**src/ph_trimmed_window_average_assert.svh**
```systemverilog
// ----------------------------------------------------------------------------
// Assertion macros for the trimmed window average block
// Clocked, reset-gated property checks that report through $error.
// ----------------------------------------------------------------------------
`ifndef PH_TRIMMED_WINDOW_AVERAGE_ASSERT_SVH
`define PH_TRIMMED_WINDOW_AVERAGE_ASSERT_SVH

// Check a property on every rising edge outside reset
`define PTW_ASSERT(label, prop, msg) \
    label: assert property (@(posedge i_clk) disable iff (!i_rst_n) prop) else $error(msg);

// Check that a trigger is followed by an expected condition in the next cycle
`define PTW_ASSERT_NEXT(label, trig, expct, msg) \
    label: assert property (@(posedge i_clk) disable iff (!i_rst_n) (trig) |=> (expct)) \
        else $error(msg);

`endif

```
**src/ptw_pkg.sv**
```systemverilog
// ----------------------------------------------------------------------------
// ptw_pkg
// Shared constants, widths and types of the trimmed window average block.
// ----------------------------------------------------------------------------
`timescale 1ns / 1ps

package ptw_pkg;

    // Window and sample geometry
    localparam int WINDOW  = 40;
    localparam int ADC_W   = 10;
    localparam int ADC_MAX = 1023;
    localparam int CNT_W   = $clog2(WINDOW);

    // Sum of the whole window and the largest trimmed sum
    localparam int SUM_W    = $clog2(WINDOW * ADC_MAX + 1);
    localparam int TRIM_MAX = (WINDOW - 2) * ADC_MAX;

    // Configuration registers
    localparam int SLOPE_W    = 14;
    localparam int OFFS_W     = 15;
    localparam int CFG_DATA_W = OFFS_W;
    localparam int CFG_IDX_W  = 1;

    localparam logic [CFG_IDX_W-1:0] CFG_SLOPE  = CFG_IDX_W'(0);
    localparam logic [CFG_IDX_W-1:0] CFG_OFFSET = CFG_IDX_W'(1);

    localparam logic        [SLOPE_W-1:0] SLOPE_RST  = SLOPE_W'(3500);
    localparam logic signed [OFFS_W-1:0]  OFFSET_RST = OFFS_W'(-1810);

    // Output widths
    localparam int MEAN_W = 10;
    localparam int MV_W   = 13;
    localparam int PH_W   = 17;

    // Scale constant: millivolts of the reference
    localparam logic [MV_W-1:0] REF_MV = MV_W'(5000);

    // Every output is a numerator divided by (WINDOW - 2) * ADC_MAX: the mean
    // takes trim * ADC_MAX, millivolts trim * 5000 and pH trim * slope * 5.
    // The division is a multiply by the rounded-up reciprocal, scaled by
    // 2 ** RCP_SHIFT, which is exact over the whole numerator range.
    localparam int     SL5_W     = SLOPE_W + 3;
    localparam longint NUM_MAX   = longint'(5 * (2 ** SLOPE_W - 1)) * TRIM_MAX;
    localparam int     DVD_W     = $clog2(NUM_MAX + 1);
    localparam int     RCP_SHIFT = 47;
    localparam longint RCP_VAL   = ((longint'(1) << RCP_SHIFT) + TRIM_MAX - 1) / TRIM_MAX;
    localparam int     RCP_W     = $clog2(RCP_VAL + 1);
    localparam int     PRD_W     = DVD_W + RCP_W;
    localparam int     QUO_W     = PRD_W - RCP_SHIFT;

    localparam logic [RCP_W-1:0] RCP_SCALE = RCP_W'(RCP_VAL);

    // pH sum before saturation
    localparam int PHS_W = SL5_W + 2;
    localparam logic signed [PHS_W-1:0] PH_SAT_HI = PHS_W'(2 ** (PH_W - 1) - 1);
    localparam logic signed [PHS_W-1:0] PH_SAT_LO = PHS_W'(-(2 ** (PH_W - 1)));

    // Control of the ring cells
    typedef struct packed {
        logic shift;
        logic insert;
    } t_cell_ctl;

endpackage

```
**src/ph_trimmed_window_average.sv**
```systemverilog
// ----------------------------------------------------------------------------
// ph_trimmed_window_average
// Moving trimmed mean of pH probe samples, scaled to millivolts and pH.
// ----------------------------------------------------------------------------
// Each input transaction pushes one 10-bit sample into a ring of WINDOW
// entries (zero after reset), and one result follows: the window sum without
// one minimum and one maximum, divided down to counts, to millivolts on a
// 5 V reference and to pH in thousandths (slope * volts + offset, saturated
// to 17 bits). One transaction is in work at a time. From acceptance, the
// sequencer rotates the ring of cells past the sum and min/max logic
// (ST_SCAN), trims the sum (ST_TRIM), forms the three numerators (ST_MUL),
// multiplies them by the reciprocal of (WINDOW - 2) * 1023 (ST_LAUNCH)
// and loads the output register once the output is free (ST_DIV).
// The input is ready again in the cycle after the result is loaded. A new
// sample is accepted while the previous result still waits at the output;
// its own result then holds in the last stage until the output is taken.
// Configuration writes take effect at once and belong to quiet periods
// between transactions.
// ----------------------------------------------------------------------------
`timescale 1ns / 1ps
`include "ph_trimmed_window_average_assert.svh"

module ph_trimmed_window_average (
    input  logic                                i_clk,
    input  logic                                i_rst_n,
    input  logic                                i_cfg_we,
    input  logic [ptw_pkg::CFG_IDX_W-1:0]       i_cfg_index,
    input  logic [ptw_pkg::CFG_DATA_W-1:0]      i_cfg_data,
    input  logic                                i_in_valid,
    output logic                                o_in_ready,
    input  logic [ptw_pkg::ADC_W-1:0]           i_adc_sample,
    output logic                                o_out_valid,
    input  logic                                i_out_ready,
    output logic [ptw_pkg::MEAN_W-1:0]          o_mean_raw,
    output logic [ptw_pkg::MV_W-1:0]            o_probe_millivolts,
    output logic signed [ptw_pkg::PH_W-1:0]     o_ph_milli
);
    import ptw_pkg::*;

    typedef enum logic [2:0] {
        ST_IDLE,
        ST_SCAN,
        ST_TRIM,
        ST_MUL,
        ST_LAUNCH,
        ST_DIV
    } t_state;

    t_state                    r_state;
    logic [CNT_W-1:0]          r_cnt;
    logic                      r_out_valid;
    logic [MEAN_W-1:0]         r_mean;
    logic [MV_W-1:0]           r_mv;
    logic signed [PH_W-1:0]    r_ph;

    logic [SLOPE_W-1:0]        r_slope;
    logic signed [OFFS_W-1:0]  r_offset;

    logic [SUM_W-1:0]          r_total;
    logic [ADC_W-1:0]          r_lo;
    logic [ADC_W-1:0]          r_hi;
    logic [SUM_W-1:0]          r_trim;
    logic [DVD_W-1:0]          r_num_mean;
    logic [DVD_W-1:0]          r_num_mv;
    logic [DVD_W-1:0]          r_num_ph;

    logic                      w_in_acc;
    logic                      w_out_free;
    logic                      w_publish;
    t_cell_ctl                 w_cell_ctl;
    logic [ADC_W-1:0]          w_cell_q [WINDOW];
    logic [ADC_W-1:0]          w_tail;

    logic [SL5_W-1:0]          w_slope5;
    logic [DVD_W-1:0]          w_mean_num;
    logic [SUM_W+MV_W-1:0]     w_mv_prod;
    logic [DVD_W-1:0]          w_ph_prod;

    logic                      w_div_start;
    logic                      w_done_mean;
    logic                      w_done_mv;
    logic                      w_done_ph;
    logic                      w_div_done;
    logic [QUO_W-1:0]          w_quo_mean;
    logic [QUO_W-1:0]          w_quo_mv;
    logic [QUO_W-1:0]          w_quo_ph;

    logic signed [PHS_W-1:0]   w_ph_sum;
    logic signed [PH_W-1:0]    w_ph_sat;

    // Handshake and ring control
    assign o_in_ready  = (r_state == ST_IDLE);
    assign w_in_acc    = i_in_valid && o_in_ready;
    assign w_out_free  = !r_out_valid || i_out_ready;
    assign w_div_start = (r_state == ST_LAUNCH);
    assign w_div_done  = w_done_mean && w_done_mv && w_done_ph;
    assign w_publish   = (r_state == ST_DIV) && w_div_done && w_out_free;

    assign w_cell_ctl.shift  = w_in_acc || (r_state == ST_SCAN);
    assign w_cell_ctl.insert = w_in_acc;

    // Configuration registers
    always_ff @(posedge i_clk) begin
        if (!i_rst_n) begin
            r_slope  <= SLOPE_RST;
            r_offset <= OFFSET_RST;
        end else if (i_cfg_we) begin
            unique case (i_cfg_index)
                CFG_SLOPE:  r_slope  <= i_cfg_data[SLOPE_W-1:0];
                CFG_OFFSET: r_offset <= signed'(i_cfg_data[OFFS_W-1:0]);
            endcase
        end
    end

    // Ring of sample cells, rotating toward the tail
    for (genvar g = 0; g < WINDOW; g++) begin : g_cell
        ptw_cell u_cell (
            .i_clk    (i_clk),
            .i_rst_n  (i_rst_n),
            .i_ctl    (w_cell_ctl),
            .i_head   (1'(g == 0)),
            .i_prev   (w_cell_q[(g + WINDOW - 1) % WINDOW]),
            .i_sample (i_adc_sample),
            .o_q      (w_cell_q[g])
        );
    end

    assign w_tail = w_cell_q[WINDOW-1];

    // Scale numerators
    assign w_slope5   = {1'b0, r_slope, 2'b00} + SL5_W'(r_slope);
    assign w_mean_num = DVD_W'(r_trim) * DVD_W'(ADC_MAX);
    assign w_mv_prod  = (SUM_W + MV_W)'(r_trim) * (SUM_W + MV_W)'(REF_MV);
    assign w_ph_prod  = DVD_W'(w_slope5) * DVD_W'(r_trim);

    // Sum, extremes, trim and numerators
    always_ff @(posedge i_clk) begin
        if (r_state == ST_SCAN) begin
            if (r_cnt == '0) begin
                r_total <= SUM_W'(w_tail);
                r_lo    <= w_tail;
                r_hi    <= w_tail;
            end else begin
                r_total <= r_total + SUM_W'(w_tail);
                if (w_tail < r_lo) begin
                    r_lo <= w_tail;
                end
                if (w_tail > r_hi) begin
                    r_hi <= w_tail;
                end
            end
        end
        if (r_state == ST_TRIM) begin
            r_trim <= r_total - SUM_W'(r_lo) - SUM_W'(r_hi);
        end
        if (r_state == ST_MUL) begin
            r_num_mean <= w_mean_num;
            r_num_mv   <= DVD_W'(w_mv_prod);
            r_num_ph   <= w_ph_prod;
        end
    end

    // Reciprocal scaling for counts, millivolts and pH
    ptw_div u_div_mean (
        .i_clk      (i_clk),
        .i_rst_n    (i_rst_n),
        .i_start    (w_div_start),
        .i_dividend (r_num_mean),
        .o_done     (w_done_mean),
        .o_quotient (w_quo_mean)
    );

    ptw_div u_div_mv (
        .i_clk      (i_clk),
        .i_rst_n    (i_rst_n),
        .i_start    (w_div_start),
        .i_dividend (r_num_mv),
        .o_done     (w_done_mv),
        .o_quotient (w_quo_mv)
    );

    ptw_div u_div_ph (
        .i_clk      (i_clk),
        .i_rst_n    (i_rst_n),
        .i_start    (w_div_start),
        .i_dividend (r_num_ph),
        .o_done     (w_done_ph),
        .o_quotient (w_quo_ph)
    );

    // Add offset and clamp to the output range
    always_comb begin
        w_ph_sum = PHS_W'(signed'({1'b0, w_quo_ph[SL5_W-1:0]})) + PHS_W'(r_offset);
        priority if (w_ph_sum > PH_SAT_HI) begin
            w_ph_sat = PH_W'(PH_SAT_HI);
        end else if (w_ph_sum < PH_SAT_LO) begin
            w_ph_sat = PH_W'(PH_SAT_LO);
        end else begin
            w_ph_sat = PH_W'(w_ph_sum);
        end
    end

    // Sequencer and output register
    always_ff @(posedge i_clk) begin
        if (!i_rst_n) begin
            r_state     <= ST_IDLE;
            r_cnt       <= '0;
            r_out_valid <= 1'b0;
        end else begin
            if (w_publish) begin
                r_out_valid <= 1'b1;
            end else if (i_out_ready) begin
                r_out_valid <= 1'b0;
            end
            unique case (r_state)
                ST_IDLE: begin
                    if (w_in_acc) begin
                        r_cnt   <= '0;
                        r_state <= ST_SCAN;
                    end
                end
                ST_SCAN: begin
                    r_cnt <= r_cnt + 1'b1;
                    if (r_cnt == CNT_W'(WINDOW - 1)) begin
                        r_state <= ST_TRIM;
                    end
                end
                ST_TRIM:   r_state <= ST_MUL;
                ST_MUL:    r_state <= ST_LAUNCH;
                ST_LAUNCH: r_state <= ST_DIV;
                ST_DIV: begin
                    if (w_publish) begin
                        r_mean  <= w_quo_mean[MEAN_W-1:0];
                        r_mv    <= w_quo_mv[MV_W-1:0];
                        r_ph    <= w_ph_sat;
                        r_state <= ST_IDLE;
                    end
                end
                default: r_state <= ST_IDLE;
            endcase
        end
    end

    assign o_out_valid        = r_out_valid;
    assign o_mean_raw         = r_mean;
    assign o_probe_millivolts = r_mv;
    assign o_ph_milli         = r_ph;

    // Accepted transaction starts a scan from the first cell
    `PTW_ASSERT_NEXT(a_accept_scan, w_in_acc, (r_state == ST_SCAN) && (r_cnt == '0), "scan did not start")
    // The three scaling units run in lockstep
    `PTW_ASSERT(a_div_lockstep, (w_done_mean == w_done_mv) && (w_done_mv == w_done_ph), "dividers diverged")
    // Trimmed sum never exceeds the full-scale trimmed window
    `PTW_ASSERT(a_trim_bound, (r_state == ST_MUL) |-> (r_trim <= SUM_W'(TRIM_MAX)), "trim overflow")
    // Extremes stay ordered once the scan has started
    `PTW_ASSERT(a_lo_hi, ((r_state == ST_SCAN) && (r_cnt != '0)) |-> (r_lo <= r_hi), "min above max")
    // Finished scaling with a free output publishes a result and returns to idle
    `PTW_ASSERT_NEXT(a_publish, w_publish, r_out_valid && (r_state == ST_IDLE), "result not published")

endmodule

```
**src/ptw_cell.sv**
```systemverilog
// ----------------------------------------------------------------------------
// ptw_cell
// One entry of the sample ring: takes its neighbor's value on every shift,
// or the new sample when it heads the ring and a transaction is inserted.
// ----------------------------------------------------------------------------
`timescale 1ns / 1ps

module ptw_cell (
    input  logic                     i_clk,
    input  logic                     i_rst_n,
    input  ptw_pkg::t_cell_ctl       i_ctl,
    input  logic                     i_head,
    input  logic [ptw_pkg::ADC_W-1:0] i_prev,
    input  logic [ptw_pkg::ADC_W-1:0] i_sample,
    output logic [ptw_pkg::ADC_W-1:0] o_q
);
    import ptw_pkg::*;

    logic [ADC_W-1:0] r_q;

    // Hold, rotate or load the entry
    always_ff @(posedge i_clk) begin
        if (!i_rst_n) begin
            r_q <= '0;
        end else if (i_ctl.shift) begin
            r_q <= (i_ctl.insert && i_head) ? i_sample : i_prev;
        end
    end

    assign o_q = r_q;

endmodule

```
**src/ptw_div.sv**
```systemverilog
// ----------------------------------------------------------------------------
// ptw_div
// Division by (WINDOW - 2) * ADC_MAX as one registered reciprocal multiply.
// ----------------------------------------------------------------------------
`timescale 1ns / 1ps

module ptw_div (
    input  logic                      i_clk,
    input  logic                      i_rst_n,
    input  logic                      i_start,
    input  logic [ptw_pkg::DVD_W-1:0] i_dividend,
    output logic                      o_done,
    output logic [ptw_pkg::QUO_W-1:0] o_quotient
);
    import ptw_pkg::*;

    logic             r_done;
    logic [PRD_W-1:0] r_prod;

    // Flag the product once a start has captured it
    always_ff @(posedge i_clk) begin
        if (!i_rst_n) begin
            r_done <= 1'b0;
        end else if (i_start) begin
            r_done <= 1'b1;
        end
    end

    // Multiply by the scaled reciprocal of the divisor
    always_ff @(posedge i_clk) begin
        if (i_start) begin
            r_prod <= PRD_W'(i_dividend) * PRD_W'(RCP_SCALE);
        end
    end

    // Drop the scaling bits
    assign o_done     = r_done;
    assign o_quotient = r_prod[PRD_W-1:RCP_SHIFT];

endmodule
```
**config.mk**
```make
export PLATFORM = sky130hd
export DESIGN_NAME = ph_trimmed_window_average
export DESIGN_NICKNAME = d
export VERILOG_FILES = /design/src/ptw_pkg.sv /design/src/ph_trimmed_window_average.sv /design/src/ptw_cell.sv /design/src/ptw_div.sv
export VERILOG_INCLUDE_DIRS = /design/src /design/src/src
export SDC_FILE = /design/constraint.sdc
export NUM_CORES = 2
export LEC_CHECK = 0
export BUFFER_PORTS_ARGS = -buffer_cell sky130_fd_sc_hd__buf_2
export CAP_MARGIN = 0
export CORE_UTILIZATION = 40
export DETAILED_ROUTE_END_ITERATION = 12
export HOLD_SLACK_MARGIN = 0.02
export PLACE_DENSITY = 0.61
export RECOVER_POWER = 25
export SYNTH_ARGS = -nofsm -noshare
export SYNTH_HDL_FRONTEND = slang
export SYNTH_SLANG_ARGS = --single-unit
```
**constraint.sdc**
```tcl
create_clock -name i_clk -period 11.1 [get_ports i_clk]
set_input_delay 1.11 -clock i_clk [delete_from_list [all_inputs] [get_ports i_clk]]
set_output_delay 1.11 -clock i_clk [all_outputs]
set_load 0.01 [all_outputs]
```
## Word-level counts from Yosys, hierarchy flattened

Index checks and enable logic that the tools add are counted.

- Bits in registers: 782
- Bits in latches: 0
- Bits in writable memories: 0
- Bits in read-only memories: 0
- Input port bits: 31
- Output and inout bits: 42
- Logic and storage cells: 120
- Memories kept: 0

- Add/subtract/negate cells: 6
- Multiply operators: 6
- Div/mod/pow operators: 0
- Magnitude comparators: 4
- Equality and inequality tests: 9
- Shift operators: 0
- Multiplexer cells: 15
- Bitwise gates (word level): 1
- Reduce and logical (&&, ||, !) cells: 19

Operator list:

| cell | number |
|---|---|
| 26-bit by 28-bit multiplier with 53-bit output (second input constant) | 2 |
| 32-bit by 28-bit multiplier with 60-bit output (second input constant) | 1 |
| 10-bit two-way mux | 6 |
| 16-bit by 10-bit multiplier with 26-bit output (second input constant) | 2 |
| 17-bit by 16-bit multiplier with 32-bit output | 1 |
| 16-bit by 10-bit subtractor with 16-bit output | 2 |
| 18-bit by 15-bit adder with 19-bit output | 1 |
| 19-bit by 17-bit greater-than comparator with 1-bit output (second input constant) | 1 |
| 19-bit by 17-bit less-than comparator with 1-bit output (second input constant) | 1 |
| 3-bit one-hot mux with 6 select lines | 1 |
| 16-bit by 14-bit adder with 17-bit output | 1 |
| 17-bit two-way mux | 1 |
| 16-bit by 10-bit adder with 16-bit output | 1 |
| 6-bit one-hot mux with 2 select lines | 1 |
| 10-bit greater-than comparator | 1 |
| 10-bit less-than comparator | 1 |
| 2-bit AND reduction | 5 |
| 3-bit two-way mux | 3 |
| 2-bit nonzero test | 4 |
| 6-bit by 1-bit adder with 6-bit output (second input constant) | 1 |
| 3-bit by 2-bit == test with 1-bit output (second input constant) | 2 |
| 3-bit == test (second input constant) | 2 |
| 6-bit == test (second input constant) | 1 |
| 6-bit logical NOT | 1 |
| other kinds (11) | 17 |

## Logic depth before layout (Yosys ltp)

- Depth after elaboration: 5
- Gate-level depth with buffers: 34
- Mapped depth without buffers: 33

## Modules after synthesis

Synthesis repeated with hierarchy kept, for this count alone.

- Cell total of the unflattened synthesis: 9,699
- Area total of the unflattened synthesis: 93,962.6 um^2

Modules (own cells, without submodules):

| module | instances | cells an instance | area each (um^2) | seq. area each (um^2) |
|---|---|---|---|---|
| ph_trimmed_window_average | 1 | 2,498 | 24,812.5 | 6,035.8 |
| ptw_cell | 40 | 56 | 503.0 | 200.2 |
| ptw_div at u_div_mv | 1 | 1,688 | 16,484.6 | 530.5 |
| ptw_div at u_div_mean | 1 | 1,647 | 16,345.7 | 530.5 |
| ptw_div at u_div_ph | 1 | 1,626 | 16,200.5 | 530.5 |

## Worst setup path before layout

Ideal clock, no wire load.

- Kind: reg2reg
- From: register r_slope[0]
- To: register r_num_ph[27], data pin
- Setup time: 0.258 ns
- Arrival time: 7.442 ns
- Data required time: 10.842 ns
- Setup slack: 3.400 ns
- Cell stages (with the launch flop): 34
- Path buffers: 1
- Clock period less this slack: 7.700 ns
- Cell sequence: dfxtp_1 > ha_1 > inv_1 > fa_1 > nor2b_1 > o21ai_0 > a21boi_1 > o211ai_1 > a21oi_1 > a211oi_1 > a22oi_1 > xor2_1 > clkbuf_1 > nand2_1 > fa_1 > fa_1 > inv_1 > fa_1 > fa_1 > fa_1 > inv_1 > fa_1 > inv_1 > ha_1 > a21oi_1 > o21ai_1 > a21oi_1 > nor2b_1 > or4_1 > a21oi_1 > nor2b_1 > o21a_1 > nor2_1 > xnor2_1

- Longest elaborated chain between the ends: 2

RTL lines:

| what | RTL line | text |
|---|---|---|
| start: declaration | ph_trimmed_window_average.sv:56 | `logic [SLOPE_W-1:0] r_slope;` |
| start signal: assignment | ph_trimmed_window_average.sv:109 | `CFG_SLOPE: r_slope <= i_cfg_data[SLOPE_W-1:0];` |
| 16-bit by 14-bit adder with 17-bit output | ph_trimmed_window_average.sv:131 | `assign w_slope5 = {1'b0, r_slope, 2'b00} + SL5_W'(r_slope);` |
| 17-bit by 16-bit multiplier with 32-bit output | ph_trimmed_window_average.sv:134 | `assign w_ph_prod = DVD_W'(w_slope5) * DVD_W'(r_trim);` |
| via w_ph_prod[27] | ph_trimmed_window_average.sv:77 | `logic [DVD_W-1:0] w_ph_prod;` |
| end signal: assignment | ph_trimmed_window_average.sv:159 | `r_num_ph <= w_ph_prod;` |
| end: declaration | ph_trimmed_window_average.sv:65 | `logic [DVD_W-1:0] r_num_ph;` |

The timed path passes the listed nets, and every way through them passes these cells.
A chain may end at the register's enable or synchronous reset.

## Worst setup path in the final report

- From: input i_rst_n
- To: register g_cell[26].u_cell.r_q[6]

RTL lines:

| what | RTL line | text |
|---|---|---|
| start: declaration | ph_trimmed_window_average.sv:25 | `input logic i_rst_n,` |
| end signal: assignment | ptw_cell.sv:26 | `r_q <= (i_ctl.insert && i_head) ? i_sample : i_prev;` |
| end: declaration | ptw_cell.sv:19 | `logic [ADC_W-1:0] r_q;` |

No word-level cell between the ends.

==> impl_metrics.csv <==
group,metric,value,unit
route,drt-initial-drc-count,2978,
route,drt-met1-wl,80.79,mm
die,die_w,439.5,microns
setup_path,startpoint_type,"input port",
die,fp.dieArea,193100,sq um
setup_path,required,11680,ps
global_route,grt_pass1_vias,55590,
sta,clock-skew-final,52.91,ps
die,ios,73,
die,rows,160,
clock_tree,cts-root-buf,"clkbuf_16",
synth,ys_warn_count,0,
route,met2_length,90.30,mm
sta,hold_viol,0,
setup_path,rr_startpoint,"r_slope[1]",
status,violations,"max-capacitance violations, max-slew violations",
route,route.met3.wl,7.285,mm
synth,syn_area,76560,sq um
min_path,timing.hold.worst_path_depth,2,
sta,period_needed,9143,ps
clock_tree,post_cts_resized,0,
min_path,hp-class,"flop to flop",
global_route,antenna_found_initial,3,
route,vias,51700,
synth,syn_avg_cell_area,9.733,sq um
setup_path,worstPathMaxFanout,133,
sta,setup_viol,0,
min_path,holdPathEnd,"g_cell[31].u_cell.o_q[8]",
global_route,grt_pass1_wl,301.2,mm
flow_run,maxCapViolCount,10,
min_path,hold_start,"g_cell[30].u_cell.o_q[8]",
sta,relSlewSlack,-220.0,%
placed_design,gp_congestion,0.9438,
placed_design,portBuffers,72,
die,start_util,40.25,%
clock_tree,cts_hold_buf,0,
setup_path,r2r_slack,2210,ps
global_route,grt-ovfl-total,0,
route,wl,184.1,mm
sta,tns,0,ps
synth,synth-edff-count,215,
setup_path,critical-path-top-delay-family,"buffers and inverters",
synth,ys_async_sr_fraction,0,%
route,post_drt_wl_per_cell,17.69,microns
synth,yosysSeqAreaShare,19.94,%
synth,synth.top_cell.area_share,31.46,%
route,top_layer,"met5",
setup_path,crit_slowest_cell,"clkinvlp_2",
status,status,"complete, but fails checks",
synth,synth.area.top_cells,"fa_1 (31%), ha_1 (20%), dfxtp_1 (12%)",
route,ant_nets,0,
synth,synthCells,7866,
global_route,grt_max_degree,226,
die,die_h,439.5,microns
die,core,190200,sq um
synth,ys_seq_elements,655,
route,first_pass_iters,6,
setup_path,r2r-end,"r_num_ph[31]",
sta,max_freq,109.4,MHz
setup_path,arrival,9720,ps
clock_tree,clock_sinks,655,
route,viasPerCell,4.966,
clock_tree,tritoncts,"yes",
final_layout,drive_above_1_share,3.128,%
final_layout,syn2layout_area_growth,7.266,%
sta,worstMarginPinSlew,4800,ps
setup_path,cp.depth,5,
clock_tree,cts_setup_buffers,0,
clock_tree,cts_made_buffers,78,
synth,synth.largest_area_cell,"fa_1",
synth,synth_flop_cell,"dfxtp_1",
sta,rsz0062_at_grt,"false",
setup_path,critPathMostFrequentCell,"buf_4",
route,drc_errors,0,
setup_path,crit_type,"input port to flop",
setup_path,r2r_cells,32,
global_route,grtUsageTotal,19.79,%
clock_tree,htree_levels,3,
clock_tree,clkLatencyLatePin,710,ps
sta,drv_slew,376,
synth,ys_types,86,
clock_tree,cts_max_path_buffers,3,
setup_path,worst_setup_path_end_kind,"flop",
setup_path,cp_cell_sequence,"clkbuf_1 > clkinvlp_2 > buf_4 > buf_4 > a21oi_1",
placed_design,dp_hpwl,151.5,mm
synth,syn_nets,10320,
clock_tree,cts.reportedPaths.clkPinSlew,70,ps
final_layout,layout.nets,10290,
setup_path,crit_buf_inv,4,
setup_path,worst_path_largest_cell_delay,4560,ps
sta,finalCritPeriodShare,82.37,%
-- worst register-to-register path, delay by kind of cell, from the launching register on --
kind / cells / cell delay (ps)
compound gates: 13 / 2600
xor+xnor: 2 / 230
fa+ha+maj: 8 / 3770
buf+inv: 5 / 720
simple gates: 4 / 650
flops: 1 / 660
-- state kept, by name (all words and copies together), names as in the netlist, 14 cells and up --
name and flops:
r_num_mean 25, o_ph_milli 17, r_total 16, u_div_ph.r_prod 17, r_num_mv 26, g_cell.u_cell.o_q 400
r_trim 16, r_offset 15, r_num_ph 32, r_slope 14
-- cells by family after synthesis --
kind of cell	Yosys count	share of synthesized area, %
fa+ha+maj	2421	51.36
buf+inv	1988	9.777
simple gates	1688	9.599
compound gates	946	7.378
flops	655	19.94
xor+xnor	156	1.785
mux	12	0.1585
-- worst max-delay path by stage --
stage / startpoint / end
4_1_cts: r_slope[1] / r_num_ph[31]
6_report: i_rst_n / g_cell[26].u_cell.o_q[6]
5_1_grt: i_rst_n / g_cell[20].u_cell.o_q[3]
3_3_place_gp: r_slope[1] / r_num_ph[27]
2_1_floorplan: r_slope[0] / r_num_ph[27]
3_5_place_dp: r_slope[1] / r_num_ph[31]
-- area by class of cell --
| class | count | area (sq um) |
|---|---|---|
| tap | 2511 | 3142 |
| fill | 18450 | 108100 |
| clock inverter | 33 | 347.8 |
| sequential | 655 | 15260 |
| antenna | 2 | 5.005 |
| multi-input combinational | 5223 | 53880 |
| clock buffer | 107 | 2215 |
| inverter | 1764 | 6623 |
| timing repair buffer | 114 | 641.9 |
-- cell usage in the layout, fill, tap and decap left out, types with 75 or more instances in the layout --
cell       Yosys  layout
a21o_1        88      88
a21oi_1      558     558
and2_1       113     110
clkbuf_16      0      81
dfxtp_1      440     440
edfxtp_1     215     215
fa_1        1203    1203
ha_1        1218    1218
inv_1       1763    1763
nand2_1     1071    1071
nand3_1       93      93
nor2_1       181     180
o21ai_0       74      75
xnor2_1      110     105
-- metrics by stage --
step | hold WS [ps] | instance area [sq um] | worst slack (ps) | std cells | util [%]
2_1_floorplan | 400.3 | 76560 | 3400 | 7866 | -
3_3_place_gp | 401.7 | 79640 | 2441 | 10270 | 41.87
3_5_place_dp | 404.5 | 79640 | 2308 | 10270 | 41.87
4_1_cts | 395.9 | 82200 | 2274 | 10410 | 43.22
5_1_grt | 423.0 | 82110 | 1165 | 10410 | 43.18
6_report | 404.7 | 82120 | 1957 | 10410 | 43.18
-- metal layers --
metal | up-vias | GRT usage (%)
li1 | 24610 | -
met5 | - | 0
met1 | 25980 | 25.95
met3 | 189 | 2.373
met4 | 2 | 5.903
met2 | 917 | 34.06
-- cells in the mapped netlist (9+ instances only) --
cell      instances
nand3b_1         13
or2_2             9
o21ai_1          16
edfxtp_1        215
o31ai_1          10
and2_1          113
a211oi_1         25
mux2i_1          11
o211ai_1          9
xnor2_1         110
clkbuf_1        214
nand4_1          48
a21o_1           88
o21bai_1         11
nand2_1        1071
nand3_1          93
and3_1           11
o21ai_0          74
nand2b_1         37
nor2b_1          39
o21a_1           26
a31oi_1          26
xor2_1           46
a311oi_1         15
dfxtp_1         440
or3_1            12
nor3_1           35
fa_1           1203
a21oi_1         558
ha_1           1218
nor2_1          181
inv_1          1763
Power is left out: the tool's default activity adds up to more than one toggle a clock period on the data nets, which glitch-free logic cannot reach.
